==> config.mk <==
export PLATFORM = sky130hd
export DESIGN_NAME = magic_byte_type_classifier
export DESIGN_NICKNAME = d
export VERILOG_FILES = /design/src/rtl/mbtc_pkg.sv /design/src/rtl/mbtc_match.sv /design/src/rtl/magic_byte_type_classifier.sv
export SDC_FILE = /design/constraint.sdc
export NUM_CORES = 1
export LEC_CHECK = 0
export ABC_AREA = 0
export ABC_CLOCK_PERIOD_IN_PS = 5300
export BUFFER_PORTS_ARGS = -buffer_cell sky130_fd_sc_hd__buf_4
export CAP_MARGIN = 20
export CELL_PAD_IN_SITES_DETAIL_PLACEMENT = 2
export CELL_PAD_IN_SITES_GLOBAL_PLACEMENT = 2
export CORE_MARGIN = 3
export CORE_UTILIZATION = 39
export DETAILED_ROUTE_END_ITERATION = 7
export PLACE_DENSITY = 0.88
export SLEW_MARGIN = 20
export SYNTH_ARGS = -nofsm -noshare
export SYNTH_HDL_FRONTEND = slang
export SYNTH_SLANG_ARGS = --single-unit
==> constraint.sdc <==
create_clock -name clk -period 5.3 [get_ports clk]
set_clock_uncertainty 0.15 [all_clocks]
set_input_delay 0.265 -clock clk [delete_from_list [all_inputs] [get_ports clk]]
set_output_delay 0.265 -clock clk [all_outputs]
set_load 0.01 [all_outputs]
==> src/rtl/mbtc_pkg.sv <==
`timescale 1ns / 1ps
`default_nettype none
// ---------------------------------------------------------------------------
// mbtc_pkg: shared types and tables for the magic byte type classifier
// Payload structs, result codes and the magic prefix ROM.
// ---------------------------------------------------------------------------
package mbtc_pkg;

    localparam int NUM_ENTRIES      = 40;
    localparam int MAX_PREFIX       = 9;
    localparam int POS_W            = 7;
    localparam int ENTRY_W          = $clog2(NUM_ENTRIES);
    localparam int PIDX_W           = $clog2(MAX_PREFIX);
    localparam int LEN_W            = $clog2(MAX_PREFIX + 1);
    localparam int CODE_W           = 6;
    localparam int TEXT_WINDOW_DEF  = 100;

    localparam logic [CODE_W-1:0] CODE_TEXT = 6'd40;
    localparam logic [CODE_W-1:0] CODE_DATA = 6'd41;

    localparam logic [7:0] CHAR_TAB   = 8'h09;
    localparam logic [7:0] CHAR_LF    = 8'h0a;
    localparam logic [7:0] CHAR_CR    = 8'h0d;
    localparam logic [7:0] CHAR_SPACE = 8'h20;

    typedef struct packed {
        logic [7:0] data_byte;
        logic       last_byte;
    } byte_item_t;

    typedef struct packed {
        logic [CODE_W-1:0] type_code;
        logic              magic_matched;
    } class_item_t;

    typedef struct packed {
        logic               hit;
        logic [ENTRY_W-1:0] index;
    } match_t;

    localparam logic [LEN_W-1:0] PREFIX_LEN [NUM_ENTRIES] = '{
        4'd4, 4'd3, 4'd4, 4'd2, 4'd4, 4'd4, 4'd4, 4'd4, 4'd4, 4'd3,
        4'd3, 4'd4, 4'd4, 4'd6, 4'd6, 4'd4, 4'd4, 4'd4, 4'd2, 4'd4,
        4'd4, 4'd4, 4'd4, 4'd4, 4'd3, 4'd2, 4'd2, 4'd4, 4'd4, 4'd4,
        4'd4, 4'd3, 4'd9, 4'd5, 4'd5, 4'd1, 4'd3, 4'd3, 4'd2, 4'd2
    };

    localparam logic [7:0] PREFIX_ROM [NUM_ENTRIES][MAX_PREFIX] = '{
        '{8'h89, 8'h50, 8'h4e, 8'h47, 8'h00, 8'h00, 8'h00, 8'h00, 8'h00},
        '{8'hff, 8'hd8, 8'hff, 8'h00, 8'h00, 8'h00, 8'h00, 8'h00, 8'h00},
        '{8'h47, 8'h49, 8'h46, 8'h38, 8'h00, 8'h00, 8'h00, 8'h00, 8'h00},
        '{8'h42, 8'h4d, 8'h00, 8'h00, 8'h00, 8'h00, 8'h00, 8'h00, 8'h00},
        '{8'h52, 8'h49, 8'h46, 8'h46, 8'h00, 8'h00, 8'h00, 8'h00, 8'h00},
        '{8'h49, 8'h49, 8'h2a, 8'h00, 8'h00, 8'h00, 8'h00, 8'h00, 8'h00},
        '{8'h4d, 8'h4d, 8'h00, 8'h2a, 8'h00, 8'h00, 8'h00, 8'h00, 8'h00},
        '{8'h50, 8'h4b, 8'h03, 8'h04, 8'h00, 8'h00, 8'h00, 8'h00, 8'h00},
        '{8'h50, 8'h4b, 8'h05, 8'h06, 8'h00, 8'h00, 8'h00, 8'h00, 8'h00},
        '{8'h1f, 8'h8b, 8'h08, 8'h00, 8'h00, 8'h00, 8'h00, 8'h00, 8'h00},
        '{8'h42, 8'h5a, 8'h68, 8'h00, 8'h00, 8'h00, 8'h00, 8'h00, 8'h00},
        '{8'hfd, 8'h37, 8'h7a, 8'h58, 8'h00, 8'h00, 8'h00, 8'h00, 8'h00},
        '{8'h28, 8'hb5, 8'h2f, 8'hfd, 8'h00, 8'h00, 8'h00, 8'h00, 8'h00},
        '{8'h52, 8'h61, 8'h72, 8'h21, 8'h1a, 8'h07, 8'h00, 8'h00, 8'h00},
        '{8'h37, 8'h7a, 8'hbc, 8'haf, 8'h27, 8'h1c, 8'h00, 8'h00, 8'h00},
        '{8'h25, 8'h50, 8'h44, 8'h46, 8'h00, 8'h00, 8'h00, 8'h00, 8'h00},
        '{8'hd0, 8'hcf, 8'h11, 8'he0, 8'h00, 8'h00, 8'h00, 8'h00, 8'h00},
        '{8'h7f, 8'h45, 8'h4c, 8'h46, 8'h00, 8'h00, 8'h00, 8'h00, 8'h00},
        '{8'h4d, 8'h5a, 8'h00, 8'h00, 8'h00, 8'h00, 8'h00, 8'h00, 8'h00},
        '{8'hca, 8'hfe, 8'hba, 8'hbe, 8'h00, 8'h00, 8'h00, 8'h00, 8'h00},
        '{8'hfe, 8'hed, 8'hfa, 8'hce, 8'h00, 8'h00, 8'h00, 8'h00, 8'h00},
        '{8'hfe, 8'hed, 8'hfa, 8'hcf, 8'h00, 8'h00, 8'h00, 8'h00, 8'h00},
        '{8'hcf, 8'hfa, 8'hed, 8'hfe, 8'h00, 8'h00, 8'h00, 8'h00, 8'h00},
        '{8'h00, 8'h61, 8'h73, 8'h6d, 8'h00, 8'h00, 8'h00, 8'h00, 8'h00},
        '{8'h49, 8'h44, 8'h33, 8'h00, 8'h00, 8'h00, 8'h00, 8'h00, 8'h00},
        '{8'hff, 8'hfb, 8'h00, 8'h00, 8'h00, 8'h00, 8'h00, 8'h00, 8'h00},
        '{8'hff, 8'hf3, 8'h00, 8'h00, 8'h00, 8'h00, 8'h00, 8'h00, 8'h00},
        '{8'h4f, 8'h67, 8'h67, 8'h53, 8'h00, 8'h00, 8'h00, 8'h00, 8'h00},
        '{8'h66, 8'h4c, 8'h61, 8'h43, 8'h00, 8'h00, 8'h00, 8'h00, 8'h00},
        '{8'h52, 8'h49, 8'h46, 8'h46, 8'h00, 8'h00, 8'h00, 8'h00, 8'h00},
        '{8'h1a, 8'h45, 8'hdf, 8'ha3, 8'h00, 8'h00, 8'h00, 8'h00, 8'h00},
        '{8'h00, 8'h00, 8'h00, 8'h00, 8'h00, 8'h00, 8'h00, 8'h00, 8'h00},
        '{8'h3c, 8'h21, 8'h44, 8'h4f, 8'h43, 8'h54, 8'h59, 8'h50, 8'h45},
        '{8'h3c, 8'h68, 8'h74, 8'h6d, 8'h6c, 8'h00, 8'h00, 8'h00, 8'h00},
        '{8'h3c, 8'h3f, 8'h78, 8'h6d, 8'h6c, 8'h00, 8'h00, 8'h00, 8'h00},
        '{8'h7b, 8'h00, 8'h00, 8'h00, 8'h00, 8'h00, 8'h00, 8'h00, 8'h00},
        '{8'h23, 8'h21, 8'h2f, 8'h00, 8'h00, 8'h00, 8'h00, 8'h00, 8'h00},
        '{8'hef, 8'hbb, 8'hbf, 8'h00, 8'h00, 8'h00, 8'h00, 8'h00, 8'h00},
        '{8'hff, 8'hfe, 8'h00, 8'h00, 8'h00, 8'h00, 8'h00, 8'h00, 8'h00},
        '{8'hfe, 8'hff, 8'h00, 8'h00, 8'h00, 8'h00, 8'h00, 8'h00, 8'h00}
    };

endpackage
`default_nettype wire

==> src/rtl/mbtc_match.sv <==
`timescale 1ns / 1ps
`default_nettype none
// ---------------------------------------------------------------------------
// mbtc_match: parallel prefix comparators
// Compares one byte against every prefix at the current position, updates
// the per-entry alive bits and picks the lowest fully matched entry.
// ---------------------------------------------------------------------------
module mbtc_match (
    input  wire logic [mbtc_pkg::POS_W-1:0]       pos,
    input  wire logic [7:0]                       data_byte,
    input  wire logic [mbtc_pkg::NUM_ENTRIES-1:0] alive,
    output logic      [mbtc_pkg::NUM_ENTRIES-1:0] alive_next,
    output mbtc_pkg::match_t                      match
);
    import mbtc_pkg::*;

    logic [PIDX_W-1:0]  pidx;
    logic [POS_W:0]     count;
    logic [NUM_ENTRIES-1:0] full;

    assign pidx  = (pos < POS_W'(MAX_PREFIX)) ? pos[PIDX_W-1:0] : '0;
    assign count = {1'b0, pos} + (POS_W+1)'(1);

    always_comb
    begin
        for (int i = 0; i < NUM_ENTRIES; i++)
        begin
            if ((pos < POS_W'(PREFIX_LEN[i])) && (PREFIX_ROM[i][pidx] != data_byte))
                alive_next[i] = 1'b0;
            else
                alive_next[i] = alive[i];
            full[i] = alive_next[i] && ((POS_W+1)'(PREFIX_LEN[i]) <= count);
        end
    end

    // lowest index wins
    always_comb
    begin
        match.hit   = 1'b0;
        match.index = '0;
        for (int i = NUM_ENTRIES - 1; i >= 0; i--)
        begin
            if (full[i])
            begin
                match.hit   = 1'b1;
                match.index = ENTRY_W'(i);
            end
        end
    end

endmodule
`default_nettype wire

==> src/rtl/magic_byte_type_classifier.sv <==
`timescale 1ns / 1ps
`default_nettype none
// ---------------------------------------------------------------------------
// magic_byte_type_classifier: stream file type detection by magic prefix
// Classifies a byte stream by its leading bytes, or as text or data.
// ---------------------------------------------------------------------------
//  channel   | signals                            | transfer carries
//  ----------+------------------------------------+---------------------------
//  byte      | byte_valid, byte_stall, byte_item  | one stream byte, last flag
//  class     | class_valid, class_stall, class_item | type code, magic flag
//
//  One byte per cycle while no final byte waits on a stalled result. A byte
//  passes an input register, then the comparator bank updates the stream
//  state; the final byte also loads the result register. Reset clears the
//  stream state and both valid flags. A stalled result holds only final
//  bytes behind it; other bytes keep flowing.
// ---------------------------------------------------------------------------
module magic_byte_type_classifier #(
    parameter int TEXT_WINDOW = mbtc_pkg::TEXT_WINDOW_DEF
) (
    input  wire logic                  clk,
    input  wire logic                  rst_n,
    input  wire logic                  byte_valid,
    output logic                       byte_stall,
    input  wire mbtc_pkg::byte_item_t  byte_item,
    output logic                       class_valid,
    input  wire logic                  class_stall,
    output mbtc_pkg::class_item_t      class_item
);
    import mbtc_pkg::*;

    localparam logic [POS_W-1:0] WINDOW = POS_W'(TEXT_WINDOW);
    localparam logic [POS_W-1:0] POS_MAX = '1;

    logic                   s1_valid_reg;
    byte_item_t             s1_item_reg;
    logic [POS_W-1:0]       pos_reg;
    logic [POS_W-1:0]       pos_next;
    logic [NUM_ENTRIES-1:0] alive_reg;
    logic [NUM_ENTRIES-1:0] alive_next;
    logic                   printable_reg;
    logic                   printable_next;
    logic                   out_valid_reg;
    class_item_t            out_item_reg;
    class_item_t            out_item_next;
    match_t                 match;
    logic                   out_free;
    logic                   s1_move;
    logic                   s1_load;
    logic                   ctrl_byte;

    mbtc_match u_match (
        .pos        (pos_reg),
        .data_byte  (s1_item_reg.data_byte),
        .alive      (alive_reg),
        .alive_next (alive_next),
        .match      (match)
    );

    assign out_free   = !out_valid_reg || !class_stall;
    assign s1_move    = s1_valid_reg && (!s1_item_reg.last_byte || out_free);
    assign byte_stall = s1_valid_reg && !s1_move;
    assign s1_load    = byte_valid && !byte_stall;

    assign ctrl_byte = (s1_item_reg.data_byte < CHAR_SPACE)
                    && (s1_item_reg.data_byte != CHAR_TAB)
                    && (s1_item_reg.data_byte != CHAR_LF)
                    && (s1_item_reg.data_byte != CHAR_CR);

    assign printable_next = printable_reg && !((pos_reg < WINDOW) && ctrl_byte);
    assign pos_next       = (pos_reg == POS_MAX) ? pos_reg : pos_reg + POS_W'(1);

    always_comb
    begin
        if (match.hit)
        begin
            out_item_next.type_code     = CODE_W'(match.index);
            out_item_next.magic_matched = 1'b1;
        end
        else
        begin
            out_item_next.type_code     = printable_next ? CODE_TEXT : CODE_DATA;
            out_item_next.magic_matched = 1'b0;
        end
    end

    always_ff @(posedge clk or negedge rst_n)
    begin
        if (!rst_n)
        begin
            s1_valid_reg  <= 1'b0;
            out_valid_reg <= 1'b0;
            pos_reg       <= '0;
            alive_reg     <= '1;
            printable_reg <= 1'b1;
        end
        else
        begin
            if (s1_load)
                s1_valid_reg <= 1'b1;
            else if (s1_move)
                s1_valid_reg <= 1'b0;

            if (s1_move && s1_item_reg.last_byte)
                out_valid_reg <= 1'b1;
            else if (!class_stall)
                out_valid_reg <= 1'b0;

            if (s1_move)
            begin
                if (s1_item_reg.last_byte)
                begin
                    pos_reg       <= '0;
                    alive_reg     <= '1;
                    printable_reg <= 1'b1;
                end
                else
                begin
                    pos_reg       <= pos_next;
                    alive_reg     <= alive_next;
                    printable_reg <= printable_next;
                end
            end
        end
    end

    always_ff @(posedge clk)
    begin
        if (s1_load)
            s1_item_reg <= byte_item;
        if (s1_move && s1_item_reg.last_byte)
            out_item_reg <= out_item_next;
    end

    assign class_valid = out_valid_reg;
    assign class_item  = out_item_reg;

endmodule
`default_nettype wire
-- Word-level counts from Yosys, hierarchy flattened
Memory sizes are Yosys's and may differ from the RTL's.
Index checks and enable logic that the tools add are counted.
- register bits: 66
- ROM bits: 4992
- input bits: 13
- output and inout port bits: 9
- word-level logic and storage cells: 380
- memories: 39
- memories (name ; words ; bits a word ; rd ports ; clocked after memory_dff ; write ports ; line ; RTL):
    (name not given) ; 16 ; 8 ; 1 ; 0 ; 0 ; mbtc_match.sv:28 ; if ((pos < POS_W'(PREFIX_LEN[i])) && (PREFIX_ROM[i][pidx] != data_byte))
    (name not given) ; 16 ; 8 ; 1 ; 0 ; 0 ; mbtc_match.sv:28 ;
    (name not given) ; 16 ; 8 ; 1 ; 0 ; 0 ; mbtc_match.sv:28 ;
    (name not given) ; 16 ; 8 ; 1 ; 0 ; 0 ; mbtc_match.sv:28 ;
    (name not given) ; 16 ; 8 ; 1 ; 0 ; 0 ; mbtc_match.sv:28 ;
    (name not given) ; 16 ; 8 ; 1 ; 0 ; 0 ; mbtc_match.sv:28 ;
    +33 memories ; -- ; -- ; -- ; -- ; -- ; -- ;
- $add $sub $neg: 2
- order comparisons: 17
- eq/ne operators: 45
- muxes and demuxes: 169
- bitwise operators: 1
- reduce and logical (&&, ||, !) cells: 98
- operators by type and width (cell ; number):
    8-bit two-way mux ; 78
    8-bit != test ; 39
    7-bit two-way mux ; 43
    1-bit logical AND ; 88
    1-bit two-way mux ; 46
    40-bit two-way mux ; 1
    3-bit by 8-bit less-or-equal comparator with 1-bit output (first input constant) ; 3
    8-bit by 4-bit != test with 1-bit output (second input constant) ; 3
    7-bit by 3-bit < comparator with 1-bit output (second input constant) ; 3
    2-bit by 8-bit less-or-equal comparator with 1-bit output (first input constant) ; 2
    7-bit by 2-bit < comparator with 1-bit output (second input constant) ; 2
    7-bit by 1-bit adder with 8-bit output (second input constant) ; 1
    1-bit by 8-bit less-or-equal comparator with 1-bit output (first input constant) ; 1
    4-bit by 8-bit less-or-equal comparator with 1-bit output (first input constant) ; 1
    8-bit by 6-bit < comparator with 1-bit output (second input constant) ; 1
    7-bit by 1-bit adder with 7-bit output (second input constant) ; 1
    7-bit equality test (second input constant) ; 1
    7-bit by 1-bit < comparator with 1-bit output (second input constant) ; 1
    7-bit by 4-bit < comparator with 1-bit output (second input constant) ; 1
    7-bit < comparator (second input constant) ; 1
    1-bit logical NOT ; 6
    5-bit >= comparator (second input constant) ; 1
    4-bit inverter with 5-bit output ; 1
    4-bit two-way mux ; 1
    5 further kinds ; 6

-- Longest topological paths before layout
- depth in word-level cells: 51
- depth in mapped cells: 20
- mapped depth without buffers: 14

-- By module
From an unflattened synthesis, not the netlist that was laid out.
- cells, all modules: 1014
- area total of the unflattened synthesis: 8082.8 um2
- modules (own cells, without submodules) (module ; instances ; cells an instance ; area each (um2) ; sequential area each (um2)):
    mbtc_match ; 1 ; 843 ; 5527.8 ; 0.0
    magic_byte_type_classifier ; 1 ; 171 ; 2555.0 ; 1783.0

-- Least setup slack after synthesis
Ideal clock, no wire load.
- path type: register to register
- from: reg pos_reg[5]
- to: reg out_item_reg, in the netlist class_item[1], data pin
- library setup time: 0.259 ns
- data arrival time: 4.251 ns
- required time: 4.891 ns
- slack: 0.640 ns
- cell stages (with the launch flop): 20
- path buffers: 5
- clock period less this slack: 4.660 ns
- cell sequence: dfrtp_1 > buf_2 > nor4_4 > buf_6 > buf_6 > clkbuf_1 > nand2_1 > inv_1 > ha_1 > clkbuf_1 > inv_1 > a221oi_1 > xnor2_1 > nand3_1 > nor4_1 > o211ai_1 > o211ai_1 > a211oi_1 > o2111a_1 > o31a_1
- RTL lines (element ; line ; RTL):
    from (decl) ; magic_byte_type_classifier.sv:37 ; logic [POS_W-1:0] pos_reg;
    from (signal assigned) ; magic_byte_type_classifier.sv:119 ; pos_reg <= pos_next;
    to (signal assigned) ; magic_byte_type_classifier.sv:132 ; out_item_reg <= out_item_next;
    to (decl) ; magic_byte_type_classifier.sv:44 ; class_item_t out_item_reg;

==> impl_results.md <==
* IO Pins at 22
* Reg-to-reg endpoint: class_item[0]
* Core area at a little under 20,000 um^2
* First-pass GRT wire length at between 60 and 70 mm
* #FFs+latches synth at 66
* Die area at between 20,000 and 25,000 um^2
* Slew Viols, Final at 0
* Fillers at 2,252
* GRT Util Overall at 0.3791
* Vias/cell at 7.269
* Final setup vio count at 0
* Sequential Power Share at 0.187
* Gr busiest metal: met2
* Post-synth top flop: dfstp_2
* Area delta synth->final at 10.73%
* CTS tree: yes
* Final wirelength at 42.16 mm
* Cell internal pwr at 0.002124 W
* Critical path fanouts, max at 18
* Clk_lat worst skew at 360 ps
* Clock group share of total power at 0.152
* Gate Count Post-Synth at 1,031
* Largest net degree at the start of global routing at about 50
* GP Congestion at 1.025
* WL/cell at about 33 um
* Leakage Power at 3.315 nW
* Worst slew pin tran at around 1100 ps
* Vias in the first global route at 9,892
* Gate power share at 0.661
* Total grt overflow at 0
* Status: finished, final reports clean
* FF-to-FF path depth at 13
* Area share of the largest cell type after synthesis at 0.1368
* Die width at 148.1 um
* Slew margin rel. at 0.2769
* Syn nets at 1,056
* Nets at 1,051
* # Post-CTS Setup Buffers at 0
* Startpoint types: flip-flop
* Post-synth top area cell: dfstp_2
* Pwr/cell area at 517.0 nW/um^2
* Antenna viol nets, final at 0
* Worst Path Arrival at 5110 ps
* FP Rows at 51
* CTS buffer count at 9
* Multi-input gate area at about 5600 um^2
* M3 GR Usage at 0.07404
* Ys async rst share at 0.7576
* DRC Markers at 0
* CP Capture Point: class_item[0]
* FF-to-FF setup slack at 100 ps
* Number of synthesized flops with an enable pin at 16
* Util after Layout at 0.4436
* DR vias at 9,421
* Share of layout cells above drive strength 1 at 0.1833
* Pre-antenna DRT Iters at 6
* Clock Pin Slew Worst Setup and Hold Paths at roughly 60 ps
* Crit path from: pos_reg[3]
* Port Buf Inserts at 21
* Crit path kind: flip-flop to flip-flop
* Count leader, synth: nand2_1
* Peak supply drop at 203.5 uV
* M2 GR Usage at 0.5935
* Fmax achieved at between 150 and 200 MHz
* Fin crit share at 0.9808
* Synth warn at 0
* Setup TNS at 0 ps
* Initial DRC count at 1,412
* Register area share after synthesis at 0.2264
* Fin crit period at 5198 ps
* Root Driver: clkbuf_16
* Antenna violations before repair at 1
* Max-cap viol count at 0
* Initial core utilization at 0.4006
* Dpl hpwl at 28.57 mm
* Nature of the critical path endpoint: flip-flop
* Max reg flops at 40
* CTS H-tree depth at 3
* Synth area leaders: dfstp_2 (14%), nand2_1 (6.2%), edfxtp_1 (6.1%)
* RSZ-0062 raised after global routing: true
* Final Hold Vio Count at 0
* Die Y-Extent at 148.1 um
* Unique cell type count in the Yosys netlist at 108
* Sw frac at 0.5287
* Synth top cells by count: nand2_1 (130), o21ai_0 (83), nor2_1 (75)
* Max Buffers Root-to-Sink at 2
* GRT met1 Usage at 0.4812
* Clk sinks at 66
* Flip-flop and latch area at 1783 um^2
* Reg-to-Reg Start: pos_reg[3]
* Ant. Diodes at 0
* Sw power at 0.002383 W
* Avg Cell Area, Syn at 7.637 um^2
* HP Class: flip-flop to flip-flop
* Req. time, crit path at 5210 ps
* Cell Area, Synth at 7874 um^2
through the flow:
stage,total power (W),area [um^2],hold slack [ps],instances,setup slack (ps)
6_report,0.004507,8718,326.8,1296,102.0
5_1_grt,0.004644,8718,352.2,1296,-15.64
4_1_cts,0.004359,8702,329.6,1296,120.3
3_5_place_dp,0.003557,8259,209.3,1268,183.5
3_3_place_gp,0.003428,8259,205.9,1268,472.3
2_1_floorplan,0.002637,7874,-180.6,1031,640.0
worst max-delay path, cell delays in order (launching register included):
cell,delay (ps)
dfrtp_1,660
nor3_1,150
nand2_1,180
buf_4,230
ha_2,480
o221ai_1,470
a221oi_2,700
and4bb_1,330
and2b_1,220
a31o_2,320
nor4_2,380
and4_1,320
and2_4,200
nand2_1,90
repair_timing:
action / in CTS / in global routing
endpoints found under the setup margin: 5 / 5
hold endpoints to repair: 20 / 0
resized for setup: 1 / 4
gates cloned: 0 / 0
hold buffers: 12 / 0
placed cells by master (no fill, tap or decap), drive strengths merged, types with 7 or more instances in the layout:
cell type / synthesis / final
edfxtp: 16 / 16
mux2i: 15 / 15
nand4: 17 / 17
dfrtp: 9 / 9
dlygate4sd3: 0 / 12
ha: 12 / 12
a21oi: 38 / 38
and2: 16 / 16
o21ai: 89 / 89
a211oi: 7 / 7
a31oi: 22 / 22
dfstp: 41 / 41
a221oi: 13 / 13
o21a: 10 / 10
inv: 21 / 23
nor2: 76 / 76
buf: 46 / 67
nand3: 54 / 54
nand2b: 16 / 16
o211ai: 25 / 25
nor2b: 14 / 14
nand2: 130 / 130
a21boi: 11 / 11
xor2: 17 / 17
o2111ai: 9 / 9
o22ai: 7 / 7
nor4b: 10 / 10
xnor2: 41 / 41
nor3: 28 / 28
nor4: 16 / 16
clkbuf: 49 / 10
or2: 10 / 10
and3: 15 / 15
cells by family after synthesis:
logic type,after synthesis,synth area share
AO/OA/AOI/OAI,316,0.2884
XOR/XNOR,58,0.06452
adder cells (fa/ha/maj),13,0.02034
buffers and inverters,118,0.07024
flip-flops,66,0.2264
multiplexers,19,0.02479
AND/OR/NAND/NOR,441,0.3053
power by group through the flow:
| stage | Combinational, W | Clock [W] | Sequential [W] |
|---|---|---|---|
| floorplan | 0.00184 | 0 | 0.000793 |
| global placement | 0.00261 | 0 | 0.000818 |
| detailed placement | 0.00273 | 0 | 0.000829 |
| CTS | 0.00285 | 0.000678 | 0.000835 |
| global route | 0.00310 | 0.000698 | 0.000848 |
| finish | 0.00298 | 0.000685 | 0.000842 |
layer usage:
metal / share of wire / wire [um]
met3: 0.086 / 3618
met1: 0.39 / 16450
met4: 0.078 / 3286
met5: 0.00033 / 14
met2: 0.45 / 18790
worst min-delay path by stage:
stage | slack (ps) | from | cells after the start | endpoint
5_1_grt | 350 | alive_reg[6] | 2 | alive_reg[6]
3_3_place_gp | 210 | rst_n | 1 | class_valid
6_report | 330 | alive_reg[6] | 2 | alive_reg[6]
3_5_place_dp | 210 | rst_n | 1 | pos_reg[6]
4_1_cts | 330 | alive_reg[6] | 2 | alive_reg[6]
2_1_floorplan | -180 | rst_n | 0 | class_valid
cell type report:
type | instances | share of cell area
Tap cell | 265 | 0.03803
Inverter | 23 | 0.009902
Timing Repair Buffer | 79 | 0.07290
Sequential cell | 66 | 0.2045
Multi-Input combinational cell | 847 | 0.6379
Clock buffer | 10 | 0.02870
Clock inverter | 6 | 0.008037
No activity file was read; power rests on OpenSTA's default activity.
